File: config.mk
export PLATFORM = sky130hd
export DESIGN_NAME = ultrasonic_echo_ranger_top_flat
export DESIGN_NICKNAME = d
export VERILOG_FILES = /design/src/rtl/uer_pkg.sv /design/src/rtl/uer_if.sv /design/src/rtl/uer_cfg.sv /design/src/rtl/uer_ctrl.sv /design/src/rtl/uer_dist.sv /design/src/rtl/ultrasonic_echo_ranger_top.sv /design/src/flat_wrapper.sv
export SDC_FILE = /design/constraint.sdc
export NUM_CORES = 1
export LEC_CHECK = 0
export ABC_AREA = 1
export BUFFER_PORTS_ARGS = -buffer_cell sky130_fd_sc_hd__buf_4
export CORE_ASPECT_RATIO = 1.1
export CORE_MARGIN = 1
export CORE_UTILIZATION = 50
export DETAILED_ROUTE_END_ITERATION = 8
export PLACE_DENSITY = 0.66
export SKIP_LAST_GASP = 1
export SYNTH_ARGS = -nofsm -noshare
export SYNTH_HDL_FRONTEND = slang
export SYNTH_SLANG_ARGS = --single-unit
export TNS_END_PERCENT = 100
File: constraint.sdc
create_clock -name clk_i -period 9.5 [get_ports clk_i]
set_input_delay 0.475 -clock clk_i [delete_from_list [all_inputs] [get_ports clk_i]]
set_output_delay 0.475 -clock clk_i [all_outputs]
set_load 0.005 [all_outputs]
File: src/rtl/uer_pkg.sv
// ----------------------------------------------------------------------------
// uer_pkg
// Shared types and constants of the ultrasonic echo ranger.
// ----------------------------------------------------------------------------
`default_nettype none

package uer_pkg;

  // Register widths
  localparam int unsigned PreW    = 8;
  localparam int unsigned HighW   = 8;
  localparam int unsigned TimeW   = 24;
  localparam int unsigned ScaleW  = 18;
  localparam int unsigned CfgW    = 24;
  localparam int unsigned CfgIdxW = 3;

  // Result widths
  localparam int unsigned PulseW = 24;
  localparam int unsigned DistW  = 26;
  localparam int unsigned FracW  = 16;

  // Phase counter saturates at its full range
  localparam logic [TimeW-1:0] PhaseMax = '1;

  // Register reset values
  localparam logic [PreW-1:0]   PreRst   = 8'd2;
  localparam logic [HighW-1:0]  HighRst  = 8'd10;
  localparam logic [TimeW-1:0]  RiseRst  = 24'd1000000;
  localparam logic [TimeW-1:0]  FallRst  = 24'd1000000;
  localparam logic [ScaleW-1:0] ScaleRst = 18'd112394;

  // Register indexes
  typedef enum logic [CfgIdxW-1:0] {
    CfgPreLow   = 3'd0,
    CfgTrigHigh = 3'd1,
    CfgRiseTo   = 3'd2,
    CfgFallTo   = 3'd3,
    CfgScale    = 3'd4
  } cfg_idx_e;

  // Measurement phase, one-hot
  typedef enum logic [4:0] {
    PhIdle     = 5'b00001,
    PhPreLow   = 5'b00010,
    PhTrigHigh = 5'b00100,
    PhWaitRise = 5'b01000,
    PhWaitFall = 5'b10000
  } phase_e;

  // Completion status
  typedef enum logic [1:0] {
    StOk       = 2'd0,
    StRiseTo   = 2'd1,
    StFallTo   = 2'd2,
    StReserved = 2'd3
  } status_e;

  // Configuration bundle
  typedef struct packed {
    logic [PreW-1:0]   pre_low;
    logic [HighW-1:0]  trig_high;
    logic [TimeW-1:0]  rise_to;
    logic [TimeW-1:0]  fall_to;
    logic [ScaleW-1:0] scale;
  } cfg_t;

  // Flags passed from the control stage to the output stage
  typedef struct packed {
    logic    trigger;
    logic    busy;
    logic    done;
    status_e status;
  } flags_t;

endpackage

`default_nettype wire

File: src/rtl/uer_if.sv
// ----------------------------------------------------------------------------
// uer_in_if / uer_out_if
// Valid/ready channels carrying tick samples in and measurement results out.
// ----------------------------------------------------------------------------
`default_nettype none

interface uer_in_if;
  logic valid;
  logic ready;
  logic start_req;
  logic echo;

  modport source (output valid, output start_req, output echo, input ready);
  modport sink   (input valid, input start_req, input echo, output ready);
endinterface

interface uer_out_if;
  logic                        valid;
  logic                        ready;
  logic                        trigger;
  logic                        busy_res;
  logic                        done_res;
  logic [1:0]                  status;
  logic [uer_pkg::PulseW-1:0]  pulse_ticks;
  logic [uer_pkg::DistW-1:0]   distance_centi_cm;

  modport source (output valid, output trigger, output busy_res, output done_res,
                  output status, output pulse_ticks, output distance_centi_cm,
                  input ready);
  modport sink   (input valid, input trigger, input busy_res, input done_res,
                  input status, input pulse_ticks, input distance_centi_cm,
                  output ready);
endinterface

`default_nettype wire

File: src/rtl/uer_cfg.sv
// ----------------------------------------------------------------------------
// uer_cfg
// Configuration register file with write-only access.
// ----------------------------------------------------------------------------
`default_nettype none

module uer_cfg (
  input  wire logic                          clk_i,
  input  wire logic                          rst_ni,
  input  wire logic                          cfg_we_i,
  input  wire logic [uer_pkg::CfgIdxW-1:0]   cfg_idx_i,
  input  wire logic [uer_pkg::CfgW-1:0]      cfg_wdata_i,
  output uer_pkg::cfg_t                      cfg_o
);

  uer_pkg::cfg_t cfg_q;

  // Write one register per transfer; unknown indexes are dropped
  always_ff @(posedge clk_i or negedge rst_ni) begin
    if (!rst_ni) begin
      cfg_q.pre_low   <= uer_pkg::PreRst;
      cfg_q.trig_high <= uer_pkg::HighRst;
      cfg_q.rise_to   <= uer_pkg::RiseRst;
      cfg_q.fall_to   <= uer_pkg::FallRst;
      cfg_q.scale     <= uer_pkg::ScaleRst;
    end else if (cfg_we_i) begin
      case (uer_pkg::cfg_idx_e'(cfg_idx_i))
        uer_pkg::CfgPreLow:   cfg_q.pre_low   <= cfg_wdata_i[uer_pkg::PreW-1:0];
        uer_pkg::CfgTrigHigh: cfg_q.trig_high <= cfg_wdata_i[uer_pkg::HighW-1:0];
        uer_pkg::CfgRiseTo:   cfg_q.rise_to   <= cfg_wdata_i[uer_pkg::TimeW-1:0];
        uer_pkg::CfgFallTo:   cfg_q.fall_to   <= cfg_wdata_i[uer_pkg::TimeW-1:0];
        uer_pkg::CfgScale:    cfg_q.scale     <= cfg_wdata_i[uer_pkg::ScaleW-1:0];
        default: begin
        end
      endcase
    end
  end

  assign cfg_o = cfg_q;

endmodule

`default_nettype wire

File: src/rtl/uer_ctrl.sv
// ----------------------------------------------------------------------------
// uer_ctrl
// Trigger/echo sequencer: advances the measurement once per accepted tick and
// registers the per-tick flags and the finished pulse count.
// ----------------------------------------------------------------------------
`default_nettype none

module uer_ctrl #(
  parameter int unsigned COUNT_BITS = 24
) (
  input  wire logic                   clk_i,
  input  wire logic                   rst_ni,
  input  wire uer_pkg::cfg_t          cfg_i,
  uer_in_if.sink                      in_i,
  output logic                        s1_valid_o,
  input  wire logic                   s1_ready_i,
  output uer_pkg::flags_t             s1_flags_o,
  output logic [COUNT_BITS-1:0]       s1_pulse_o
);

  localparam int unsigned TimeW = uer_pkg::TimeW;

  uer_pkg::phase_e        phase_q, phase_d;
  logic [TimeW-1:0]       phase_cnt_q, phase_cnt_d;
  logic [COUNT_BITS-1:0]  pulse_cnt_q, pulse_cnt_d;

  logic                   s1_valid_q;
  uer_pkg::flags_t        flags_q, flags_d;
  logic [COUNT_BITS-1:0]  res_pulse_q, res_pulse_d;

  logic                   accept;
  logic [TimeW-1:0]       high_len;

  function automatic logic [TimeW-1:0] bump(input logic [TimeW-1:0] c);
    return (c < uer_pkg::PhaseMax) ? c + TimeW'(1) : c;
  endfunction

  // Take a tick when the stage is empty or drains this cycle
  assign in_i.ready = !s1_valid_q || s1_ready_i;
  assign accept     = in_i.valid && in_i.ready;

  // A zero-length trigger pulse lasts one tick
  assign high_len = (cfg_i.trig_high == '0) ? TimeW'(1) : TimeW'(cfg_i.trig_high);

  // Walk the phases for one tick
  always_comb begin
    phase_d       = phase_q;
    phase_cnt_d   = phase_cnt_q;
    pulse_cnt_d   = pulse_cnt_q;
    flags_d       = '0;
    flags_d.status = uer_pkg::StOk;
    res_pulse_d   = '0;

    if (phase_q == uer_pkg::PhIdle && in_i.start_req) begin
      phase_d     = uer_pkg::PhPreLow;
      phase_cnt_d = '0;
      pulse_cnt_d = '0;
    end

    if (phase_d == uer_pkg::PhPreLow) begin
      if (phase_cnt_d >= TimeW'(cfg_i.pre_low)) begin
        phase_d     = uer_pkg::PhTrigHigh;
        phase_cnt_d = '0;
      end else begin
        phase_cnt_d = bump(phase_cnt_d);
      end
    end

    if (phase_d == uer_pkg::PhTrigHigh) begin
      if (phase_cnt_d >= high_len) begin
        phase_d     = uer_pkg::PhWaitRise;
        phase_cnt_d = '0;
      end else begin
        phase_cnt_d     = bump(phase_cnt_d);
        flags_d.trigger = 1'b1;
      end
    end

    if (phase_d == uer_pkg::PhWaitRise && !flags_d.trigger) begin
      if (in_i.echo) begin
        phase_d     = uer_pkg::PhWaitFall;
        phase_cnt_d = '0;
        pulse_cnt_d = COUNT_BITS'(1);
      end else begin
        phase_cnt_d = bump(phase_cnt_d);
        if (phase_cnt_d >= cfg_i.rise_to) begin
          phase_d        = uer_pkg::PhIdle;
          flags_d.done   = 1'b1;
          flags_d.status = uer_pkg::StRiseTo;
        end
      end
    end else if (phase_d == uer_pkg::PhWaitFall) begin
      if (in_i.echo) begin
        if (pulse_cnt_d != '1) begin
          pulse_cnt_d = pulse_cnt_d + COUNT_BITS'(1);
        end
        phase_cnt_d = bump(phase_cnt_d);
        if (phase_cnt_d >= cfg_i.fall_to) begin
          phase_d        = uer_pkg::PhIdle;
          flags_d.done   = 1'b1;
          flags_d.status = uer_pkg::StFallTo;
        end
      end else begin
        phase_d      = uer_pkg::PhIdle;
        flags_d.done = 1'b1;
        res_pulse_d  = pulse_cnt_d;
      end
    end

    flags_d.busy = (phase_d != uer_pkg::PhIdle);
  end

  // Advance the state on each transfer
  always_ff @(posedge clk_i or negedge rst_ni) begin
    if (!rst_ni) begin
      phase_q     <= uer_pkg::PhIdle;
      phase_cnt_q <= '0;
      pulse_cnt_q <= '0;
    end else if (accept) begin
      phase_q     <= phase_d;
      phase_cnt_q <= phase_cnt_d;
      pulse_cnt_q <= pulse_cnt_d;
    end
  end

  // Stage valid
  always_ff @(posedge clk_i or negedge rst_ni) begin
    if (!rst_ni) begin
      s1_valid_q <= 1'b0;
    end else if (in_i.ready) begin
      s1_valid_q <= in_i.valid;
    end
  end

  // Stage payload
  always_ff @(posedge clk_i) begin
    if (accept) begin
      flags_q     <= flags_d;
      res_pulse_q <= res_pulse_d;
    end
  end

  assign s1_valid_o = s1_valid_q;
  assign s1_flags_o = flags_q;
  assign s1_pulse_o = res_pulse_q;

endmodule

`default_nettype wire

File: src/rtl/uer_dist.sv
// ----------------------------------------------------------------------------
// uer_dist
// Output stage: scales the pulse width into distance, saturates both results
// and holds them in the output register.
// ----------------------------------------------------------------------------
`default_nettype none

module uer_dist #(
  parameter int unsigned COUNT_BITS = 24
) (
  input  wire logic                   clk_i,
  input  wire logic                   rst_ni,
  input  wire uer_pkg::cfg_t          cfg_i,
  input  wire logic                   s1_valid_i,
  output logic                        s1_ready_o,
  input  wire uer_pkg::flags_t        s1_flags_i,
  input  wire logic [COUNT_BITS-1:0]  s1_pulse_i,
  uer_out_if.source                   out_o
);

  localparam int unsigned ProdW  = COUNT_BITS + uer_pkg::ScaleW;
  localparam int unsigned PulseW = uer_pkg::PulseW;
  localparam int unsigned DistW  = uer_pkg::DistW;

  logic                  out_valid_q;
  uer_pkg::flags_t       flags_q;
  logic [PulseW-1:0]     pulse_q, pulse_d;
  logic [DistW-1:0]      dist_q, dist_d;
  logic [ProdW-1:0]      prod;
  logic [ProdW-1:0]      prod_sh;
  logic                  load;

  // Refill the output register when empty or when the sink takes it
  assign load       = !out_valid_q || out_o.ready;
  assign s1_ready_o = load;

  // Scale, drop the fraction and clamp
  always_comb begin
    prod    = ProdW'(s1_pulse_i) * ProdW'(cfg_i.scale);
    prod_sh = prod >> uer_pkg::FracW;
    dist_d  = (64'(prod_sh) > 64'({DistW{1'b1}})) ? '1 : DistW'(prod_sh);
    pulse_d = (32'(s1_pulse_i) > 32'({PulseW{1'b1}})) ? '1 : PulseW'(s1_pulse_i);
  end

  always_ff @(posedge clk_i or negedge rst_ni) begin
    if (!rst_ni) begin
      out_valid_q <= 1'b0;
    end else if (load) begin
      out_valid_q <= s1_valid_i;
    end
  end

  always_ff @(posedge clk_i) begin
    if (load && s1_valid_i) begin
      flags_q <= s1_flags_i;
      pulse_q <= pulse_d;
      dist_q  <= dist_d;
    end
  end

  assign out_o.valid             = out_valid_q;
  assign out_o.trigger           = flags_q.trigger;
  assign out_o.busy_res          = flags_q.busy;
  assign out_o.done_res          = flags_q.done;
  assign out_o.status            = flags_q.status;
  assign out_o.pulse_ticks       = pulse_q;
  assign out_o.distance_centi_cm = dist_q;

endmodule

`default_nettype wire

File: src/rtl/ultrasonic_echo_ranger_top.sv
// Throughput: one tick per cycle while the output is not stalled; the sequencer
// register and the output register form a two-stage pipeline with the multiplier
// in the second stage.
// Reset: rst_ni clears the sequencer to idle, empties both stages and loads the
// register defaults; no clearing pass is needed.
// ----------------------------------------------------------------------------
// ultrasonic_echo_ranger_top
// Trigger/echo ranging controller stepped once per microsecond tick.
// ----------------------------------------------------------------------------
`default_nettype none

module ultrasonic_echo_ranger_top #(
  parameter int unsigned COUNT_BITS = 24
) (
  input  wire logic                          clk_i,
  input  wire logic                          rst_ni,
  input  wire logic                          cfg_we_i,
  input  wire logic [uer_pkg::CfgIdxW-1:0]   cfg_idx_i,
  input  wire logic [uer_pkg::CfgW-1:0]      cfg_wdata_i,
  uer_in_if.sink                             in_i,
  uer_out_if.source                          out_o
);

  uer_pkg::cfg_t          cfg;
  logic                   s1_valid;
  logic                   s1_ready;
  uer_pkg::flags_t        s1_flags;
  logic [COUNT_BITS-1:0]  s1_pulse;

  // Registers
  uer_cfg u_cfg (
    .clk_i       (clk_i),
    .rst_ni      (rst_ni),
    .cfg_we_i    (cfg_we_i),
    .cfg_idx_i   (cfg_idx_i),
    .cfg_wdata_i (cfg_wdata_i),
    .cfg_o       (cfg)
  );

  // Sequencer stage
  uer_ctrl #(
    .COUNT_BITS (COUNT_BITS)
  ) u_ctrl (
    .clk_i      (clk_i),
    .rst_ni     (rst_ni),
    .cfg_i      (cfg),
    .in_i       (in_i),
    .s1_valid_o (s1_valid),
    .s1_ready_i (s1_ready),
    .s1_flags_o (s1_flags),
    .s1_pulse_o (s1_pulse)
  );

  // Distance and output stage
  uer_dist #(
    .COUNT_BITS (COUNT_BITS)
  ) u_dist (
    .clk_i      (clk_i),
    .rst_ni     (rst_ni),
    .cfg_i      (cfg),
    .s1_valid_i (s1_valid),
    .s1_ready_o (s1_ready),
    .s1_flags_i (s1_flags),
    .s1_pulse_i (s1_pulse),
    .out_o      (out_o)
  );

endmodule

`default_nettype wire

File: src/flat_wrapper.sv
// flat-port wrapper written by rule: the top's interface ports become plain ports
module ultrasonic_echo_ranger_top_flat 
#(
  parameter int unsigned COUNT_BITS = 24
)
  (clk_i, rst_ni, cfg_we_i, cfg_idx_i, cfg_wdata_i, in_i_valid, in_i_start_req, in_i_echo, in_i_ready, out_o_valid, out_o_trigger, out_o_busy_res, out_o_done_res, out_o_status, out_o_pulse_ticks, out_o_distance_centi_cm, out_o_ready);
  uer_in_if in_i_i ();
  uer_out_if out_o_i ();
  input  wire logic clk_i;
  input  wire logic rst_ni;
  input  wire logic cfg_we_i;
  input  wire logic [uer_pkg::CfgIdxW-1:0] cfg_idx_i;
  input  wire logic [uer_pkg::CfgW-1:0] cfg_wdata_i;
  input wire logic [$bits(in_i_i.valid)-1:0] in_i_valid;
  input wire logic [$bits(in_i_i.start_req)-1:0] in_i_start_req;
  input wire logic [$bits(in_i_i.echo)-1:0] in_i_echo;
  output wire logic [$bits(in_i_i.ready)-1:0] in_i_ready;
  output wire logic [$bits(out_o_i.valid)-1:0] out_o_valid;
  output wire logic [$bits(out_o_i.trigger)-1:0] out_o_trigger;
  output wire logic [$bits(out_o_i.busy_res)-1:0] out_o_busy_res;
  output wire logic [$bits(out_o_i.done_res)-1:0] out_o_done_res;
  output wire logic [$bits(out_o_i.status)-1:0] out_o_status;
  output wire logic [$bits(out_o_i.pulse_ticks)-1:0] out_o_pulse_ticks;
  output wire logic [$bits(out_o_i.distance_centi_cm)-1:0] out_o_distance_centi_cm;
  input wire logic [$bits(out_o_i.ready)-1:0] out_o_ready;
  assign in_i_i.valid = in_i_valid;
  assign in_i_i.start_req = in_i_start_req;
  assign in_i_i.echo = in_i_echo;
  assign in_i_ready = in_i_i.ready;
  assign out_o_valid = out_o_i.valid;
  assign out_o_trigger = out_o_i.trigger;
  assign out_o_busy_res = out_o_i.busy_res;
  assign out_o_done_res = out_o_i.done_res;
  assign out_o_status = out_o_i.status;
  assign out_o_pulse_ticks = out_o_i.pulse_ticks;
  assign out_o_distance_centi_cm = out_o_i.distance_centi_cm;
  assign out_o_i.ready = out_o_ready;
  ultrasonic_echo_ranger_top #(.COUNT_BITS(COUNT_BITS)) u_core (.clk_i(clk_i), .rst_ni(rst_ni), .cfg_we_i(cfg_we_i), .cfg_idx_i(cfg_idx_i), .cfg_wdata_i(cfg_wdata_i), .in_i(in_i_i), .out_o(out_o_i));
endmodule
==> impl_metrics.env, run 1 <==
export IMPL_synth_compound_area_share_pct=7.412
export IMPL_core_sq_um=52630
export IMPL_antenna_found_initial=0
export IMPL_cpPeakStageDelay_ns=0.53
export IMPL_cts_path_max_buffers=3
export IMPL_num_antenna_cells=0
export IMPL_rsz0062_at_grt="false"
export IMPL_synth_xor_area_share_pct=1.343
export IMPL_drtPass1Iterations=5
export IMPL_dieHeight_um=244.5
export IMPL_placed_area_sq_um=27830
export IMPL_finalCritPeriodShare_pct=90.27
export IMPL_final_max_slew_viol_count=0
export IMPL_drt_iter0_drc=1403
export IMPL_syn_area_sq_um=26740
export IMPL_wl_per_cell_um=18.29
export IMPL_hold_viol_final=0
export IMPL_avgViaCountPerCell=5.305
export IMPL_routabilityCongestion=0.9191
export IMPL_async_flop_share_pct=61.99
export IMPL_numCtsBuffers=26
export IMPL_fmax_ghz=0.1166
export IMPL_ctsResizeCount=0
export IMPL_clock_latency_ns=0.57
export IMPL_status="finished clean"
export IMPL_die_w_um=222.5
export IMPL_slew_headroom_pct=24.36
export IMPL_synth_flop_cell="dfrtp_1"
export IMPL_instances_no_fill=4072
export IMPL_hold_start="cfg_wdata_i[19]"
export IMPL_skew_ns=0.01121
export IMPL_synth_simple_area_share_pct=20.93
export IMPL_tightest_slew_ns=1.135
export IMPL_crit_top_cell="nand2_1"
export IMPL_critPathMaxFanout=27
export IMPL_start_util_pct=50.80
export IMPL_synth_fa_ha_area_share_pct=34.67
export IMPL_fin_tns_setup_ns=0
export IMPL_hold_class="in2reg"
export IMPL_synthCells=3383
export IMPL_grt_pass1_vias=22069
export IMPL_arrival_ns=9.05
export IMPL_synth_top_family_by_area="adder cells"
export IMPL_setup_slack_ns=0.9242
export IMPL_grt_pass1_wl_mm=119.7
export IMPL_row_count=88
export IMPL_grt_usage_pct=28.08
export IMPL_r2r_start="u_core.u_ctrl.phase_q[0]"
export IMPL_synth_mux_area_share_pct=0
export IMPL_maxCapViolCount=0
export IMPL_dp_hpwl_mm=57.88
export IMPL_dp_slack_ns=0.8133
export IMPL_ys_types=60
export IMPL_drive_gt1_share_pct=8.537
export IMPL_yosys_warnings=0
export IMPL_syn_num_nets=3948
export IMPL_crit_path_start="u_core.u_ctrl.phase_q[0]"
export IMPL_io_buffers=90
export IMPL_placed_cells=4023
export IMPL_ys_seq_area_share_pct=22.38
export IMPL_clockRootBuffer="clkbuf_16"
export IMPL_crit_slowest_cell="dfstp_2"
export IMPL_cts_tree="done"
export IMPL_finalNetCount=3942
export IMPL_cp_start_kind="flip-flop"
export IMPL_cts_sinks=221
export IMPL_cts_htree_levels=1
export IMPL_syn_to_final_growth_pct=7.656
export IMPL_grt_start_max_net_pins=74
export IMPL_n_fill_cell=4911
export IMPL_avgSynthCellArea_sq_um=7.904
export IMPL_overflow=0
export IMPL_drc=0
export IMPL_boundaryPins=91
export IMPL_synth_edf_count=84
export IMPL_routed_wl_mm=74.46
export IMPL_path_class="reg2reg"
export IMPL_end_kind="flip-flop"
export IMPL_finalSetupViolations=0
export IMPL_yosys_register_bits=221
export IMPL_fin_area_sq_um=28790
export IMPL_final_antenna_net_count=0
export IMPL_die_area_sq_um=54410
export IMPL_clkTransAtPathRegs_ns=0.07
export IMPL_fin_crit_ns=8.576
export IMPL_num_vias=21602
export IMPL_required_ns=9.98
-- state kept, by name (all words and copies together), names as in the netlist, 2 cells and up --
signal	count
u_core.u_cfg.cfg_o	82
u_core.u_ctrl.phase_cnt_q	24
u_core.u_ctrl.phase_q	5
u_core.u_ctrl.pulse_cnt_q	24
u_core.u_ctrl.s1_flags_o	5
u_core.u_ctrl.s1_pulse_o	24
u_core.u_dist.out_o.distance_centi_cm	26
u_core.u_dist.out_o.pulse_ticks	24
u_core.u_dist.out_o.status	2
-- worst max-delay path: cells and delay by family, from the launching register on --
family,cells,cell delay (ns)
AOI/OAI and AO/OA,14,1.99
adders and majority gates,4,1.26
buffers and inverters,2,0.17
DFF,1,0.53
and+or+nand+nor,35,4.53
-- logic make-up after synthesis --
family	Yosys count
adder cells (fa/ha/maj)	531
XOR/XNOR	41
AO/OA/AOI/OAI	349
AND/OR/NAND/NOR	1319
flip-flops	221
buffers and inverters	922
-- per-layer routing --
metal / vias to the layer above / GRT usage (%) / part of all wire (%)
met3: 151 / 3.364 / 5.7
met5: - / 0 / 0
met2: 679 / 48.74 / 49
met1: 10592 / 35.85 / 41
li1: 10180 / - / -
met4: 0 / 10.65 / 4.0
-- final cells by class --
class                   instances  area (sq um)  area share (%)
clock buffers                  31         689.4           2.395
clock inverters                17         254.0          0.8824
inverters                     768          2883           10.01
multi-input cells            2240         17220           59.83
flip-flops and latches        221          5984           20.79
well taps                     675         844.6           2.934
repair buffers                120         907.1           3.151
-- what timing repair did --
item | 4_1_cts | 5_1_grt
hold buffers | 1 | 0
endpoints found under the hold margin | 59 | 0
buffers inserted | 0 | 0
-- per-stage QoR --
| step | util, % | hold WS, ns |
|---|---|---|
| floorplan | - | 0.1794 |
| global placement | 52.88 | 0.4635 |
| detailed placement | 52.88 | 0.4437 |
| CTS | 54.69 | 0.1372 |
| global route | 54.69 | 0.1654 |
| finish | 54.69 | 0.1548 |
-- cell usage in the layout (no fill, tap or decap), drive strengths merged, types with 2 or more instances in the layout --
| cell | synthesis | final |
|---|---|---|
| edfxtp | 84 | 84 |
| o221a | 2 | 2 |
| nand2 | 907 | 907 |
| o21bai | 2 | 2 |
| dfrtp | 110 | 110 |
| nand3 | 75 | 75 |
| o22ai | 14 | 14 |
| nor4 | 7 | 7 |
| and2 | 2 | 2 |
| a21oi | 103 | 103 |
| a22oi | 3 | 3 |
| nor2 | 245 | 245 |
| fa | 350 | 350 |
| inv | 767 | 767 |
| bufinv | 0 | 5 |
| o211ai | 12 | 12 |
| o221ai | 3 | 3 |
| clkbuf | 124 | 31 |
| ha | 181 | 181 |
| o311ai | 2 | 2 |
| buf | 30 | 119 |
| xnor2 | 13 | 13 |
| dfstp | 27 | 27 |
| a211oi | 8 | 8 |
| a21boi | 2 | 2 |
| a31oi | 2 | 2 |
| xor2 | 28 | 28 |
| nand4 | 38 | 38 |
| nand3b | 6 | 6 |
| o21ai | 176 | 176 |
| o21a | 16 | 16 |
| nor3 | 37 | 37 |
| clkinv | 1 | 13 |
-- synth_stat cells (5+ instances only) --
library cell | number | area share (%)
inv_1 | 751 | 11
nand3_2 | 5 | 0.19
nor3_1 | 29 | 0.54
xor2_1 | 28 | 0.92
buf_6 | 5 | 0.21
nand2_2 | 22 | 0.51
o21ai_1 | 23 | 0.43
nor2_1 | 217 | 3.0
edfxtp_1 | 84 | 9.4
ha_1 | 181 | 8.5
buf_2 | 12 | 0.22
a211oi_1 | 8 | 0.22
o22ai_1 | 14 | 0.33
nand4_1 | 37 | 0.87
o21ai_2 | 5 | 0.16
fa_1 | 350 | 26
nand3_1 | 68 | 1.3
buf_1 | 8 | 0.11
nor4_1 | 7 | 0.16
dfstp_2 | 27 | 2.7
inv_2 | 16 | 0.22
clkbuf_1 | 124 | 1.7
dfrtp_1 | 110 | 10
o21ai_0 | 147 | 2.8
nand2_1 | 881 | 12
xnor2_1 | 13 | 0.43
nor2_2 | 15 | 0.35
o211ai_1 | 12 | 0.34
nand3b_1 | 6 | 0.17
a21oi_1 | 98 | 1.8
o21a_1 | 16 | 0.45
nor2_4 | 11 | 0.46
-- path summary, 6_finish.rpt --
| check | to | slack, ns | depth (start not counted) |
|---|---|---|---|
| hold / removal | u_core.u_cfg.cfg_o[37] | 0.15 | 3 |
| setup reg to reg | u_core.u_ctrl.phase_q[0] | 0.92 | 55 |
| setup / recovery | u_core.u_ctrl.phase_q[0] | 0.92 | 55 |
| min in group asynchronous | u_core.u_cfg.cfg_o[38] | 0.46 | 2 |
| hold reg to reg | u_core.u_dist.out_o.done_res | 0.47 | 0 |
| max in group asynchronous | u_core.u_cfg.cfg_o[79] | 7.65 | 3 |
Power of run 1 is not shown: default switching activity piles up to over one toggle a cycle in this logic, so the estimate is an artifact.
==> run 2, diff against run 1 <==
- ABC_AREA: 1 -> default
- SETUP_SLACK_MARGIN: default -> 0.5
==> run 2 against run 1 <==
  * The run now ends with design-rule violations left
  * Synthesized cell count fell by 17%
  * Cell area barely moved
  * Critical path depth decreased by 18
  * Hold slack lost 0.032 ns
  * Utilization grew 1.3 points
  * Critical endpoint unchanged
==> impl_metrics.env, run 2 <==
export IMPL_critPathMaxFanout=9
export IMPL_wl_per_cell_um=20.31
export IMPL_final_max_slew_viol_count=0
export IMPL_arrival_ns=9.33
export IMPL_drtPass1Iterations=8
export IMPL_fmax_ghz=0.1134
export IMPL_hold_depth=2
export IMPL_clockRootBuffer="clkbuf_16"
export IMPL_syn_num_nets=3377
export IMPL_netlist_top_cells_count="nand2_1, inv_1, fa_1"
export IMPL_cts_tree="done"
export IMPL_final_antenna_net_count=0
export IMPL_antenna_found_initial=0
export IMPL_hold_class="in2reg"
export IMPL_globalRouteMet1Util_pct=38.73
export IMPL_cpPeakStageDelay_ns=0.57
export IMPL_maxCapViolCount=0
export IMPL_grt_pass1_wl_mm=116.3
export IMPL_io_buffers=90
export IMPL_grt_usage_pct=28.21
export IMPL_finalNetCount=3445
export IMPL_layout_common_cells="nand2_1, inv_1, fa_1"
export IMPL_yosysTopAreaCell="fa_1"
export IMPL_clock_latency_ns=0.59
export IMPL_synthTopCellsByArea="fa_1, dfrtp_1, edfxtp_1"
export IMPL_path_class="reg2reg"
export IMPL_die_w_um=219.7
export IMPL_avgViaCountPerCell=5.724
export IMPL_final_common_cell="nand2_1"
export IMPL_crit_top_cell="a21o_1"
export IMPL_tightest_slew_ns=1.224
export IMPL_overflow=0
export IMPL_switching_power_w=0.005654
export IMPL_worst_r2r_cell_count=37
export IMPL_routabilityCongestion=0.9736
export IMPL_met2_usage_pct=47.04
export IMPL_ir_drop_uv=454.8
export IMPL_pwr_share_comb_pct=75.8
export IMPL_yosys_register_bits=221
export IMPL_start_util_pct=50.71
export IMPL_syn_area_sq_um=26050
export IMPL_required_ns=10.01
export IMPL_drc=20
export IMPL_crit_slowest_cell="dfstp_2"
export IMPL_power_density_nw_per_um2=413.3
export IMPL_yosys_warnings=0
export IMPL_switching_share_pct=47.53
export IMPL_cts_path_max_buffers=3
export IMPL_largest_register_ffs=82
export IMPL_internal_power_w=0.006242
export IMPL_core_sq_um=51380
export IMPL_path_delay_family="compound AO/OA/AOI/OAI gates"
export IMPL_syn_to_final_growth_pct=10.47
export IMPL_dieHeight_um=241.4
export IMPL_die_area_sq_um=53030
export IMPL_routed_wl_mm=72.49
export IMPL_drive_gt1_share_pct=12.62
export IMPL_avgSynthCellArea_sq_um=9.266
export IMPL_holdWs_ns=0.1224
export IMPL_grt_pass1_vias=21146
export IMPL_fin_tns_setup_ns=0
export IMPL_path_buf_inv=0
export IMPL_synth_most_common_cell="nand2_1"
export IMPL_critical_path_depth=37
export IMPL_drt_iter0_drc=1501
export IMPL_synth_edf_count=84
export IMPL_ys_seq_area_share_pct=22.97
export IMPL_num_vias=20430
export IMPL_cts_sinks=221
export IMPL_numCtsBuffers=27
export IMPL_grtUsageMet3_pct=3.227
export IMPL_rsz0062_at_grt="true"
export IMPL_cts_htree_levels=1
export IMPL_fin_crit_ns=8.820
export IMPL_synthCells=2812
export IMPL_seq_power_share_pct=15.6
export IMPL_clkPwrFrac_pct=8.6
export IMPL_hold_viol_final=0
export IMPL_clkTransAtPathRegs_ns=0.06
export IMPL_async_flop_share_pct=61.99
export IMPL_grt_busiest_layer="met2"
export IMPL_slew_headroom_pct=18.21
export IMPL_row_count=87
export IMPL_finalSetupViolations=0
export IMPL_end_kind="flip-flop"
export IMPL_status="finished with violations"
export IMPL_p_leak_nw=13.61
export IMPL_boundaryPins=91
export IMPL_cp_start_kind="flip-flop"
export IMPL_grt_start_max_net_pins=75
export IMPL_synth_flop_cell="dfrtp_1"
export IMPL_skew_ns=0.03122
export IMPL_dp_hpwl_mm=56.55
export IMPL_finalCritPeriodShare_pct=92.85
export IMPL_synth_top_area_share_pct=26.89
export IMPL_ys_types=99
export IMPL_violations="design-rule violations"
## run 2: cell count changes after synthesis, sizes merged, moves of 47 or more
cell	before	now
inv	767	451
nand2	907	467
o21ai	176	96
and2	2	156
nor2	245	96
mux2	0	47
## run 2: logic make-up (layout without fill, tap and decap cells)
group	count (synthesis)	in the layout	synth area share (%)
fa+ha+maj	531	531	35.58
compound gates	352	352	9.153
buf+inv	591	680	8.663
other cells	0	1	0
xor+xnor	60	60	2.017
mux	60	60	2.593
flops	221	221	22.97
simple gates	997	997	19.02
## run 2: power groups by stage
| stage | Combinational [W] | Sequential [W] | Clock [W] |
|---|---|---|---|
| after detailed placement | 0.00897 | 0.00187 | 0 |
| final | 0.00901 | 0.00186 | 0.00103 |
| after global placement | 0.00867 | 0.00187 | 0 |
| after global routing | 0.0103 | 0.00188 | 0.00108 |
| after CTS | 0.00909 | 0.00185 | 0.00105 |
| after floorplan | 0.00688 | 0.00174 | 0 |
## run 2: final cells by class
type / instances / area, sq um
antenna: 1 / 2.502
clock buffer: 40 / 787.0
clock inverter: 10 / 78.83
fill: 4571 / 22600
inverter: 451 / 1693
multi-input combinational: 2000 / 18030
sequential: 221 / 5987
tap: 667 / 834.6
timing repair buffer: 179 / 1366
## run 2: worst paths after layout
| path | start | to | slack (ns) |
|---|---|---|---|
| max in group asynchronous | rst_ni | u_core.u_ctrl.phase_q[1] | 7.68 |
| worst min register to register | u_core.u_ctrl.s1_flags_o[4] | u_core.u_dist.out_o.trigger | 0.45 |
| worst max-delay path | u_core.u_ctrl.phase_q[0] | u_core.u_ctrl.phase_q[0] | 0.68 |
| worst max register to register | u_core.u_ctrl.phase_q[0] | u_core.u_ctrl.phase_q[0] | 0.68 |
| worst min-delay path | in_i_valid | u_core.u_ctrl.s1_valid_o | 0.12 |
| min in group asynchronous | rst_ni | u_core.u_ctrl.phase_cnt_q[1] | 0.48 |
## run 2: repair_timing
action                     CTS  global route
setup buffers                3             8
setup endpoints to repair    5             8
gates resized for setup     10            18
pin swaps                    4             8
hold endpoints to repair    53             0
hold buffers                 1             0
## run 2: per-layer routing
layer	vias up	share of wire [%]
met3	133	6.2
met1	10311	43
met4	0	2.8
li1	9256	-
met2	730	48
met5	-	0
## run 2: through the flow
step	utilization, %	instance area, sq um	power, W	setup WS (ns)	std cells
6_report	56.02	28780	0.01190	0.6797	3569
3_5_place_dp	53.88	27680	0.01084	0.2127	3506
2_1_floorplan	-	26190	0.008629	0.5278	2812
3_3_place_gp	53.88	27680	0.01054	0.3647	3506
4_1_cts	55.72	28630	0.01200	0.5131	3560
5_1_grt	56.02	28780	0.01331	0.3610	3568
## run 2: worst register-to-register path, delay by kind of cell, from the launching register on
| kind | cells | cell delay (ns) |
|---|---|---|
| AO/OA/AOI/OAI | 22 | 4.29 |
| AND/OR/NAND/NOR | 9 | 2.23 |
| flip-flops | 1 | 0.57 |
| adder cells (fa/ha/maj) | 4 | 1.05 |
| multiplexers | 2 | 0.61 |
Note: power is estimated with default switching activity, not from simulation.
